**config.mk**
```make
export PLATFORM = sky130hd
export DESIGN_NAME = jsp_merge
export DESIGN_NICKNAME = d
export VERILOG_FILES = /design/src/sv/assert_macros.svh /design/src/sv/jsp_pkg.sv /design/src/sv/jsp_merge.sv
export SDC_FILE = /design/constraint.sdc
export NUM_CORES = 2
export LEC_CHECK = 0
export BUFFER_PORTS_ARGS = -buffer_cell sky130_fd_sc_hd__clkbuf_2
export CORE_AREA = 2 2 320 322
export DETAILED_ROUTE_END_ITERATION = 10
export DIE_AREA = 0 0 322 324
export GPL_TIMING_DRIVEN = 0
export HOLD_SLACK_MARGIN = 0.15
export SLEW_MARGIN = 20
export SYNTH_ARGS = -nofsm -noshare
export SYNTH_HDL_FRONTEND = slang
export SYNTH_SLANG_ARGS = --single-unit
```
**constraint.sdc**
```tcl
create_clock -name i_clk -period 10.9 [get_ports i_clk]
set_input_delay 1.09 -clock i_clk [delete_from_list [all_inputs] [get_ports i_clk]]
set_output_delay 1.09 -clock i_clk [all_outputs]
set_load 0.02 [all_outputs]
```
**src/sv/assert_macros.svh**
```systemverilog
// ----------------------------------------------------------------------------
// Assertion macros
// Shared concurrent assertion wrappers for the stencil point update block.
// ----------------------------------------------------------------------------
`ifndef ASSERT_MACROS_SVH
`define ASSERT_MACROS_SVH

`ifndef ASSERT_OFF

// antecedent implies consequent in the same cycle
`define JSP_ASSERT_IMPL(lbl, clk, rst_n, ante, cons, msg) \
    lbl: assert property (@(posedge clk) disable iff (!rst_n) (ante) |-> (cons)) \
        else $error(msg);

// antecedent implies consequent in the next cycle
`define JSP_ASSERT_NEXT(lbl, clk, rst_n, ante, cons, msg) \
    lbl: assert property (@(posedge clk) disable iff (!rst_n) (ante) |=> (cons)) \
        else $error(msg);

`else

`define JSP_ASSERT_IMPL(lbl, clk, rst_n, ante, cons, msg)
`define JSP_ASSERT_NEXT(lbl, clk, rst_n, ante, cons, msg)

`endif

`endif

```
**src/sv/jsp_pkg.sv**
```systemverilog
`timescale 1ns / 1ps
`default_nettype none
// ----------------------------------------------------------------------------
// jsp_pkg
// Types, register indexes and constants of the 3D Jacobi point update block.
// ----------------------------------------------------------------------------
package jsp_pkg;

    // grid and pipeline shape
    localparam int GRID_SIZE   = 512;
    localparam int AXES        = 3;
    localparam int STAGES      = 12;

    // field widths
    localparam int VAL_W       = 32;
    localparam int IDX_W       = 9;
    localparam int CHG_W       = 31;
    localparam int SQ_W        = 35;
    localparam int PHI_W       = 36;
    localparam int RHO_W       = 62;
    localparam int LAP_W       = 60;
    localparam int NUM_MAG_W   = 61;
    localparam int DEN_W       = 48;

    // configuration port
    localparam int CFG_IDX_W   = 3;
    localparam int CFG_DATA_W  = 48;

    localparam logic [CFG_IDX_W-1:0] REG_GRID_ORIGIN     = 3'd0;
    localparam logic [CFG_IDX_W-1:0] REG_GRID_STEP       = 3'd1;
    localparam logic [CFG_IDX_W-1:0] REG_COEF_A          = 3'd2;
    localparam logic [CFG_IDX_W-1:0] REG_INV_STEP_SQ     = 3'd3;
    localparam logic [CFG_IDX_W-1:0] REG_INV_DENOMINATOR = 3'd4;

    // register reset values
    localparam logic [31:0] GRID_ORIGIN_RST     = 32'hF000_0000;
    localparam logic [30:0] GRID_STEP_RST       = 31'd1401753;
    localparam logic [31:0] COEF_A_RST          = 32'd25600000;
    localparam logic [31:0] INV_STEP_SQ_RST     = 32'd9388096;
    localparam logic [47:0] INV_DENOMINATOR_RST = 48'd879517229;

    // 6.0 in Q4.28
    localparam logic [31:0] SIX_Q28 = 32'h6000_0000;

    // saturation limits of Q4.28
    localparam logic [31:0] VAL_MAX = 32'h7FFF_FFFF;
    localparam logic [31:0] VAL_MIN = 32'h8000_0000;
    localparam logic [30:0] CHG_MAX = 31'h7FFF_FFFF;

    typedef struct packed {
        logic signed [31:0] center;
        logic signed [31:0] east;
        logic signed [31:0] west;
        logic signed [31:0] north;
        logic signed [31:0] south;
        logic signed [31:0] above;
        logic signed [31:0] below;
        logic [8:0]         col_index;
        logic [8:0]         row_index;
        logic [8:0]         plane_index;
        logic               sweep_end;
    } t_point_in;

    typedef struct packed {
        logic signed [31:0] new_value;
        logic [30:0]        change;
        logic [30:0]        sweep_max;
        logic               sweep_done;
    } t_point_out;

    // what travels beside the arithmetic down the pipeline
    typedef struct packed {
        logic [31:0] center;
        logic        interior;
        logic        last;
    } t_side;

endpackage
`default_nettype wire

```
**src/sv/jsp_merge.sv**
```systemverilog
`timescale 1ns / 1ps
`default_nettype none
// ----------------------------------------------------------------------------
// jsp_merge
// Merges the axis lanes: phi = sum of squares, a*phi split in two partial
// products, rho = 6 - a*phi. Three register stages.
// ----------------------------------------------------------------------------
module jsp_merge (
    input  wire logic                                       i_clk,
    input  wire logic                                       i_en,
    input  wire logic [jsp_pkg::AXES-1:0][jsp_pkg::SQ_W-1:0] i_square,
    input  wire logic [31:0]                                i_coef_a,
    output logic      [jsp_pkg::RHO_W-1:0]                  o_rho
);

    logic [jsp_pkg::PHI_W-1:0] r_phi;
    logic [63:0]               r_apl;
    logic [35:0]               r_aph;
    logic [jsp_pkg::RHO_W-1:0] r_rho;

    logic [jsp_pkg::PHI_W-1:0] n_phi;
    logic [67:0]               w_afull;

    // sum the lanes
    always_comb begin
        n_phi = '0;
        for (int k = 0; k < jsp_pkg::AXES; k++) begin
            n_phi = n_phi + jsp_pkg::PHI_W'(i_square[k]);
        end
    end

    // recombine a*phi, drop 8 fraction bits of a
    assign w_afull = 68'(r_apl) + {r_aph, 32'h0};

    always_ff @(posedge i_clk) begin
        if (i_en) begin
            r_phi <= n_phi;
            r_apl <= 64'(i_coef_a) * 64'(r_phi[31:0]);
            r_aph <= 36'(i_coef_a) * 36'(r_phi[35:32]);
            r_rho <= {30'h0, jsp_pkg::SIX_Q28} - {2'b00, w_afull[67:8]};
        end
    end

    assign o_rho = r_rho;

endmodule
`default_nettype wire

```
==> results.yml <==
timing:
  fin_skew_ns: 0.0493
  post-route-period-util_pct: 96.0
  layout_min_cycle_time_ns: 10.46
  finalHoldViolCount: 0
  rsz0062_at_grt: "no"
  fmax_mhz: 95.6
  slew_headroom_pct: 14.5
  tightest_slew_ns: 1.28
  slew_viol_final: 0
  finalSetupViolCount: 0
cells_and_area:
  fill_cells: 9688
  drive_gt1_share_pct: 5.34
  finalNonFillerCells: 6452
  seq_area_um2: 5680
  areaGrowthSynthToFinish_pct: 7.01
  multi_input_area_um2: 36800
  final_net_count: 6615
die:
  die_y_um: 324
  die_area_um2: 104000
  start_util_pct: 46.6
  dieWidth_um: 322
  core_area_um2: 101000
  rows: 117
  pin_count: 201
grt:
  track_usage_pct: 32.2
  globalRouteOverflowTotal: 0
  grt_use_met1_pct: 42.8
  grt_pass1_vias: 36600
  grt_max_degree: 77
  grt_pass1_wl_mm: 239
  busiest_layer: "met2"
  use_met2_pct: 47.3
  antenna_found_initial: 28
  use_met3_pct: 10.7
synth:
  ys.flop_type: "edfxtp_1"
  synth_cells: 4909
  synth_edf_count: 189
  syn_nets: 6407
  ys_ff_latch: 189
  syn-mean-instance-area_um2: 9.58
  ys_types: 69
  synth-async-reset-ratio_pct: 0
  ys_seq_area_share_pct: 12.1
  synth_warnings: 0
  syn-cell-area_um2: 47000
critical_path:
  worstPathArrival_ns: 10.80
  crit_family: "adder cells"
  path_max_fanout: 10
  worst_path_max_delay_cell: "clkbuf_1"
  slowest_delay_ns: 0.84
  cp_num_buf_inv: 4
  critPathLaunchType: "primary input"
  required_ns: 11.24
  path_class: "primary input to flop"
  crit_top_cell: "fa_1"
  endpoint_kind: "flop"
cts:
  clock_path_buffers: 2
  insertion_delay_ns: 0.57
  ctsResizeCount: 2
  htreeDepth: 4
  clock-sinks: 189
  numCtsBuffers: 17
  hold_buffers: 0
  cts_setup_buffers: 0
  cts_tree: "done"
  clk_pin_slew_ns: 0.08
  cts-root-buf: "clkbuf_16"
routing:
  drt-initial-drc-count: 3639
  drc: 0
  wire_per_inst_um: 25.3
  ant_nets: 0
  vias_per_cell: 5.58
  routed-via-count: 36000
  routed_wl_mm: 163
  dr.pass1.iters: 6
place:
  placedCellCount: 6407
  place.gp.congestion: 1.03
  io_buffers: 187
  dpl.hpwl_mm: 134
outcome:
  status: "completed"
flow_run:
  max_cap_viol_count: 0
hold_path:
  worstHoldPathType: "flop to flop"
==> stage by stage <==
step	cell area, um^2	setup WS (ns)	setup TNS [ns]	hold WS, ns	util [%]
finish	50300	0.439	0	0.582	49.8
global route	50300	0.0310	0	0.614	49.8
CTS	50200	0.0772	0	0.589	49.7
detailed placement	49700	-0.615	-3.36	0.545	49.2
global placement	49600	-0.661	-3.81	0.544	49.1
floorplan	47000	2.34	0	0.476	-
==> registers in the layout, summed over array words and instances, names as in the netlist <==
| signal | cells |
|---|---|
| o_rho | 61 |
| r_aph | 36 |
| r_apl | 56 |
| r_phi | 36 |
==> Yosys cell counts, drive strengths merged (7+ instances only) <==
library cell / count / share of area [%]
clkbuf: 233 / 1.9
and4: 7 / 0.13
ha: 367 / 9.8
nor4: 9 / 0.13
and2: 632 / 8.4
a31oi: 13 / 0.17
nor2b: 15 / 0.20
inv: 967 / 7.7
xnor2: 139 / 2.6
o21bai: 25 / 0.40
nor3: 27 / 0.32
o21a: 21 / 0.34
nand4: 22 / 0.29
o21ai: 66 / 0.70
nand2b: 14 / 0.19
and3: 12 / 0.16
nand2: 627 / 5.0
o211ai: 10 / 0.16
edfxtp: 189 / 12
a21o: 97 / 1.5
nand3: 28 / 0.31
fa: 992 / 42
a21oi: 134 / 1.4
nor3b: 7 / 0.14
or4: 8 / 0.14
nor2: 91 / 0.73
a211oi: 15 / 0.24
or3: 9 / 0.14
xor2: 62 / 1.2
==> layer usage <==
metal,vias to the layer above,wire length [um]
met2,1971,69600
met1,18300,64600
met5,-,281
li1,15400,-
met3,424,20000
met4,16,8870
==> worst paths after layout <==
check          startpoint         to  slack [ns]  cells past startpoint
min reg2reg     r_apl[30]  o_rho[22]        0.58                      1
min             r_apl[30]  o_rho[22]        0.58                      1
max reg2reg      r_phi[5]  r_apl[58]        0.63                     28
max          i_coef_a[17]  r_apl[60]        0.44                     26
==> final cells by class <==
class                           instances  area share, %
Buffer                                235           1.85
Timing Repair Buffer                  189           1.99
Multi-Input combinational cell       3518           73.2
Sequential cell                       189           11.3
Clock buffer                           18          0.853
Antenna cell                           13         0.0646
Inverter                              967           7.21
Tap cell                             1309           3.25
Clock inverter                         14          0.301
==> kinds of logic (layout without fill, tap and decap cells) <==
| logic type | after synthesis | after routing | synth area share, % |
|---|---|---|---|
| other | 0 | 13 | 0 |
| muxes | 1 | 1 | 0.0239 |
| xor gates and xnor gates | 201 | 201 | 3.74 |
| and+or+nand+nor | 1522 | 1522 | 16.5 |
| buffers and inverters | 1202 | 1423 | 9.61 |
| adders and majority gates | 1359 | 1359 | 52.0 |
| DFF | 189 | 189 | 12.1 |
| AOI/OAI and AO/OA | 435 | 435 | 6.01 |
==> cell usage in the layout, fill, tap and decap left out, types with 13 or more instances in the layout <==
cell type / Yosys / layout
ha_1: 367 / 367
o21ai_0: 63 / 63
fa_1: 992 / 992
nor2b_1: 15 / 15
edfxtp_1: 189 / 189
nand2_1: 626 / 626
xor2_1: 62 / 62
nand4_1: 22 / 22
nor3_1: 25 / 25
diode_2: 0 / 13
a211oi_1: 15 / 14
clkbuf_16: 0 / 17
clkbuf_2: 1 / 216
o21a_1: 21 / 21
nor2_1: 91 / 91
o21bai_1: 25 / 25
xnor2_1: 139 / 139
a31oi_1: 13 / 13
clkbuf_1: 232 / 203
a21o_1: 97 / 97
a21oi_1: 133 / 133
nand2b_1: 14 / 14
inv_1: 967 / 967
nand3_1: 27 / 27
and2_1: 632 / 632
Power is left out: the tool's default activity adds up to more than one toggle a clock period on the data nets, which glitch-free logic cannot reach.
