--- src/sv/assert_macros.svh ---
// ----------------------------------------------------------------------------
// Assertion macros
// Shared concurrent assertion wrappers for the stencil point update block.
// ----------------------------------------------------------------------------
`ifndef ASSERT_MACROS_SVH
`define ASSERT_MACROS_SVH

`ifndef ASSERT_OFF

// antecedent implies consequent in the same cycle
`define JSP_ASSERT_IMPL(lbl, clk, rst_n, ante, cons, msg) \
    lbl: assert property (@(posedge clk) disable iff (!rst_n) (ante) |-> (cons)) \
        else $error(msg);

// antecedent implies consequent in the next cycle
`define JSP_ASSERT_NEXT(lbl, clk, rst_n, ante, cons, msg) \
    lbl: assert property (@(posedge clk) disable iff (!rst_n) (ante) |=> (cons)) \
        else $error(msg);

`else

`define JSP_ASSERT_IMPL(lbl, clk, rst_n, ante, cons, msg)
`define JSP_ASSERT_NEXT(lbl, clk, rst_n, ante, cons, msg)

`endif

`endif

--- src/sv/jsp_pkg.sv ---
`timescale 1ns / 1ps
`default_nettype none
// ----------------------------------------------------------------------------
// jsp_pkg
// Types, register indexes and constants of the 3D Jacobi point update block.
// ----------------------------------------------------------------------------
package jsp_pkg;

    // grid and pipeline shape
    localparam int GRID_SIZE   = 512;
    localparam int AXES        = 3;
    localparam int STAGES      = 12;

    // field widths
    localparam int VAL_W       = 32;
    localparam int IDX_W       = 9;
    localparam int CHG_W       = 31;
    localparam int SQ_W        = 35;
    localparam int PHI_W       = 36;
    localparam int RHO_W       = 62;
    localparam int LAP_W       = 60;
    localparam int NUM_MAG_W   = 61;
    localparam int DEN_W       = 48;

    // configuration port
    localparam int CFG_IDX_W   = 3;
    localparam int CFG_DATA_W  = 48;

    localparam logic [CFG_IDX_W-1:0] REG_GRID_ORIGIN     = 3'd0;
    localparam logic [CFG_IDX_W-1:0] REG_GRID_STEP       = 3'd1;
    localparam logic [CFG_IDX_W-1:0] REG_COEF_A          = 3'd2;
    localparam logic [CFG_IDX_W-1:0] REG_INV_STEP_SQ     = 3'd3;
    localparam logic [CFG_IDX_W-1:0] REG_INV_DENOMINATOR = 3'd4;

    // register reset values
    localparam logic [31:0] GRID_ORIGIN_RST     = 32'hF000_0000;
    localparam logic [30:0] GRID_STEP_RST       = 31'd1401753;
    localparam logic [31:0] COEF_A_RST          = 32'd25600000;
    localparam logic [31:0] INV_STEP_SQ_RST     = 32'd9388096;
    localparam logic [47:0] INV_DENOMINATOR_RST = 48'd879517229;

    // 6.0 in Q4.28
    localparam logic [31:0] SIX_Q28 = 32'h6000_0000;

    // saturation limits of Q4.28
    localparam logic [31:0] VAL_MAX = 32'h7FFF_FFFF;
    localparam logic [31:0] VAL_MIN = 32'h8000_0000;
    localparam logic [30:0] CHG_MAX = 31'h7FFF_FFFF;

    typedef struct packed {
        logic signed [31:0] center;
        logic signed [31:0] east;
        logic signed [31:0] west;
        logic signed [31:0] north;
        logic signed [31:0] south;
        logic signed [31:0] above;
        logic signed [31:0] below;
        logic [8:0]         col_index;
        logic [8:0]         row_index;
        logic [8:0]         plane_index;
        logic               sweep_end;
    } t_point_in;

    typedef struct packed {
        logic signed [31:0] new_value;
        logic [30:0]        change;
        logic [30:0]        sweep_max;
        logic               sweep_done;
    } t_point_out;

    // what travels beside the arithmetic down the pipeline
    typedef struct packed {
        logic [31:0] center;
        logic        interior;
        logic        last;
    } t_side;

endpackage
`default_nettype wire

--- src/sv/jsp_coord_lane.sv ---
`timescale 1ns / 1ps
`default_nettype none
// ----------------------------------------------------------------------------
// jsp_coord_lane
// One axis lane: coordinate from index, saturate to Q4.28, square (Q7.28).
// Three register stages.
// ----------------------------------------------------------------------------
module jsp_coord_lane (
    input  wire logic                          i_clk,
    input  wire logic                          i_en,
    input  wire logic [jsp_pkg::IDX_W-1:0]     i_index,
    input  wire logic [31:0]                   i_origin,
    input  wire logic [30:0]                   i_step,
    output logic      [jsp_pkg::SQ_W-1:0]      o_square
);

    logic [39:0] r_prod;
    logic [31:0] r_mag;
    logic [jsp_pkg::SQ_W-1:0] r_sq;

    logic [39:0] n_prod;
    logic [40:0] w_coord;
    logic        w_pos_ovf;
    logic        w_neg_ovf;
    logic [31:0] w_neg_mag;
    logic [31:0] n_mag;
    logic [63:0] w_sq_full;

    // index times step
    assign n_prod = 40'(i_index) * 40'(i_step);

    // origin plus offset, then saturate and take the magnitude
    always_comb begin
        w_coord   = {{9{i_origin[31]}}, i_origin} + {1'b0, r_prod};
        w_pos_ovf = !w_coord[40] && (w_coord[39:31] != 9'h000);
        w_neg_ovf = w_coord[40] && (w_coord[39:31] != 9'h1FF);
        w_neg_mag = ~w_coord[31:0] + 32'd1;
        if (w_pos_ovf) begin
            n_mag = jsp_pkg::VAL_MAX;
        end else if (w_neg_ovf) begin
            n_mag = jsp_pkg::VAL_MIN;
        end else if (w_coord[40]) begin
            n_mag = w_neg_mag;
        end else begin
            n_mag = w_coord[31:0];
        end
    end

    // square, drop 28 fraction bits
    assign w_sq_full = 64'(r_mag) * 64'(r_mag);

    // advance the lane stages
    always_ff @(posedge i_clk) begin
        if (i_en) begin
            r_prod <= n_prod;
            r_mag  <= n_mag;
            r_sq   <= w_sq_full[62:28];
        end
    end

    assign o_square = r_sq;

endmodule
`default_nettype wire

--- config.mk ---
export PLATFORM = sky130hd
export DESIGN_NAME = jsp_coord_lane
export DESIGN_NICKNAME = d
export VERILOG_FILES = /design/src/sv/assert_macros.svh /design/src/sv/jsp_pkg.sv /design/src/sv/jsp_coord_lane.sv
export SDC_FILE = /design/constraint.sdc
export NUM_CORES = 2
export LEC_CHECK = 0
export BUFFER_PORTS_ARGS = -buffer_cell sky130_fd_sc_hd__buf_2
export CAP_MARGIN = 10
export CELL_PAD_IN_SITES_DETAIL_PLACEMENT = 1
export CELL_PAD_IN_SITES_GLOBAL_PLACEMENT = 1
export CORE_AREA = 2 2 327 329
export DETAILED_ROUTE_END_ITERATION = 16
export DIE_AREA = 0 0 329 331
export GPL_ROUTABILITY_DRIVEN = 0
export PLACE_DENSITY_LB_ADDON = 0.1
export SLEW_MARGIN = 15
export SYNTH_ARGS = -nofsm -noshare
export SYNTH_HDL_FRONTEND = slang
export SYNTH_SLANG_ARGS = --single-unit
--- constraint.sdc ---
create_clock -name i_clk -period 14.1 [get_ports i_clk]
set_input_delay 0.705 -clock i_clk [delete_from_list [all_inputs] [get_ports i_clk]]
set_output_delay 0.705 -clock i_clk [all_outputs]
set_load 0.02 [all_outputs]
==> results.txt <==
The first global-routing pass estimated 190 mm of wire. No sink is reached through more buffers than the 2 on the longest clock path. The first detailed-routing pass ran for 4 iterations.

The final setup skew is 0.0165 ns, and the DRC marker count from the first detailed-route iteration is 1024. Global routing consumed, over all layers together, 22.5% of the routing resources. The run finished with clean final reports. The worst register-to-register path has a setup slack of 4.99 ns. At the pin with the least slew margin, the transition time is 0.912 ns. The clock transition time at the flip-flop clock pins of the worst setup and hold paths works out to 0.09 ns.

Data on the critical path arrives at its endpoint at 9.25 ns. The count of antenna-violating nets left after detailed routing came out at 0. The tools report the number of buffers inserted by hold repair at cts as 0. The run gives 17 as the initial antenna violation count. The fraction of layout cells with a size suffix above 1 came out at 4.68%. The critical path in this run is classified as reg -> reg.

The count of standard-cell rows came out at 119. Measured against its own limit, the worst slew margin works out to 38.9%. STA puts the critical path data required time at 14.24 ns. By area the synthesized netlist is led by fa_1, ha_1, inv_1. Fill cells in the final layout number 12083.

Port buffering added 108 buffers. Entering global routing, the biggest net connects 68 pins. The library cell occupying the most area in the post-synthesis netlist was fa_1.

When the netlist entered floorplanning its net count stood at 6041. TritonCTS built the clock tree. Of all flip-flops after synthesis, the portion carrying an async set or reset was 0%. The run gives 116 mm as the overall routed net length.

For the hold violation total from the final report, the log shows 0. STA classifies the critical path startpoint as a flip-flop. The logs give 40.9% for the initial standard-cell utilization of the core and 0 for the count of synthesis-stage warnings from yosys. The total overflow reported by the global router is 0, and the count of distinct cell types in the synthesized netlist is 82. The core region is 105000 um2. Measured in cells, the most critical reg-to-reg path has a length of 26. The via density per instance was 4.96; the count of buffers added by post-CTS timing repair for setup was 0.

In the layout the commonest cells are inv_1, fa_1, nand2_1. The tools report the H-tree depth as 3. The logs give 0.40 ns for the clock latency of the later-clocked register in the worst-skew pair and 29582 for the number of vias after detailed routing. The via count of the first global-routing pass was 34259. CTS placed an instance of clkbuf_16 at the clock tree root. The logs give 0 for the max-slew violation total from the final report and 7.49% for the portion of the post-synthesis area used by sequential elements.

For the clock sink total, the log shows 107. 109 I/O pins were placed. Synthesis produced 4582 cells. The tools report the highest achievable clock rate as 0.110 GHz. After synthesis, the mean cell area works out to 9.36 um2. In the final routed layout, each cell accounts on average for 19.5 um.

The number of clock buffers added by TritonCTS is 9. The top fanout value on the critical path works out to 14. Setup repair after global routing left no endpoint under its margin. The most used flip-flop cell after synthesis is edfxtp_1. The flip-flop and latch count after synthesis came out at 107.

The worst setup path is captured at a flip-flop. The synthesized design contains 107 enable-type register cells. The run gives 0 as the max-cap violation count. Counting I/O delays and the setup requirement, the final critical path takes 9.11 ns.

The tools report the total of endpoints with negative setup slack in the final report as 0. In the finished design, the share of the clock period the worst path needs comes to 64.6%. Along the worst hold path, the cell count comes to 2. The total half-perimeter wirelength after legalization and detailed placement was 96.8 mm; the final layout net count was 6024.

Commonest non-fill, non-tap cell in the layout: inv_1. For the summed negative setup slack over all endpoints, the log shows 0 ns. The die is 331 um tall. The post-synthesis instance area is 42900 um2. The class of the tightest hold or removal check was in -> reg.

For this run, design rule violations remaining after detail routing come to 0. After synthesis, the largest area contributor takes up 46.6% of total cell area. From synthesis to final layout, the design area changed by 5.20%. The die is 329 um wide.

Once the clock tree was built, the resizer swapped 0 gates to a different size. The die covers 109000 um2.
-- per-stage QoR --
| step | std cells | hold slack, ns | util [%] | setup WS [ns] | cell area (um2) |
|---|---|---|---|---|---|
| 2_1_floorplan | 4582 | 0.673 | - | 6.33 | 42900 |
| 3_3_place_gp | 5945 | 0.825 | 42.7 | 5.21 | 44800 |
| 3_5_place_dp | 5945 | 0.835 | 42.7 | 4.97 | 44800 |
| 4_1_cts | 5960 | 0.740 | 43.0 | 4.93 | 45100 |
| 5_1_grt | 5960 | 0.761 | 43.0 | 4.56 | 45100 |
| 6_report | 5962 | 0.760 | 43.0 | 4.99 | 45100 |
-- cells in the mapped netlist (6+ instances only) --
cell      number
clkbuf_1     145
inv_1       1196
a211o_1        6
o22ai_1        6
o21a_1        21
or3_1         12
a31o_2         9
nor2_1       121
buf_1         24
nor2b_1       22
and2_1       334
a31oi_1        9
nand3_1       25
a21o_1        60
and3_1        22
nand2b_1      18
a21oi_1      129
nand4_1       18
xor2_1        57
o21ai_0       77
o21bai_1      15
or2_2         15
a221oi_1       6
fa_1         998
edfxtp_1     107
ha_1         387
o31ai_1        6
xnor2_1       77
nand2_1      510
o21ai_1        7
a211oi_1      10
nor3_1        28
-- metal layers --
layer  GRT usage (%)  vias up  wire length, um
met4            3.97       24             1740
met3            1.68      105             3270
met2            41.7      343            60900
li1                -    13651                -
met5               0        -              133
met1            29.1    15459            50400
-- worst max-delay path: stages (launching register included) --
cell and delay (ns):
edfxtp_1 0.82, buf_4 0.34, clkinv_1 0.36, nor2_1 0.33, fa_1 0.49, fa_1 0.55, inv_1 0.06, fa_1 0.50
fa_1 0.52, inv_1 0.06, fa_1 0.55, fa_1 0.43, fa_1 0.51, fa_1 0.41, ha_1 0.29, a21o_1 0.18
a21o_1 0.17, a221oi_1 0.58, o221a_2 0.32, o221ai_1 0.10, buf_4 0.20, a21o_1 0.25, a211oi_1 0.34, nor2b_1 0.11
o21a_1 0.18, nor2_1 0.10, xnor2_1 0.07
-- cells by family (layout without fill, tap and decap cells) --
group / after synthesis / in the layout / synth area share [%]
buffers and inverters: 1374 / 1361 / 12.0
muxes: 7 / 7 / 0.169
and+or+nand+nor: 1151 / 1151 / 13.2
xor gates and xnor gates: 134 / 134 / 2.74
adders and majority gates: 1385 / 1385 / 57.9
DFF: 107 / 107 / 7.49
AOI/OAI and AO/OA: 424 / 424 / 6.49
other: 0 / 2 / 0
-- worst paths after layout --
check,startpoint,to
worst max register to register,r_mag[16]$_SDFFCE_PP1P_,o_square[31]$_DFFE_PP_
worst min register to register,r_prod[0]$_DFFE_PP_,r_mag[0]$_SDFFCE_PP1P_
worst max-delay path,r_mag[16]$_SDFFCE_PP1P_,o_square[31]$_DFFE_PP_
worst min-delay path,i_step[0],r_prod[0]$_DFFE_PP_
-- final cells by class --
cell class	instances	area, um2	share of cell area [%]
diodes	2	5.00	0.0111
clock inverters	6	63.8	0.141
repair buffers	147	836	1.85
clock buffers	9	225	0.499
flip-flops and latches	107	3210	7.12
multi-input cells	3101	34500	76.5
well taps	1391	1740	3.86
inverters	1199	4500	9.97
-- sequential cells by signal, indices dropped and copies added (netlist names) --
signal / cells
o_square: 35
r_mag: 32
r_prod: 40
Power is not shown: default switching activity piles up to over one toggle a cycle in this logic, so the estimate is an artifact.
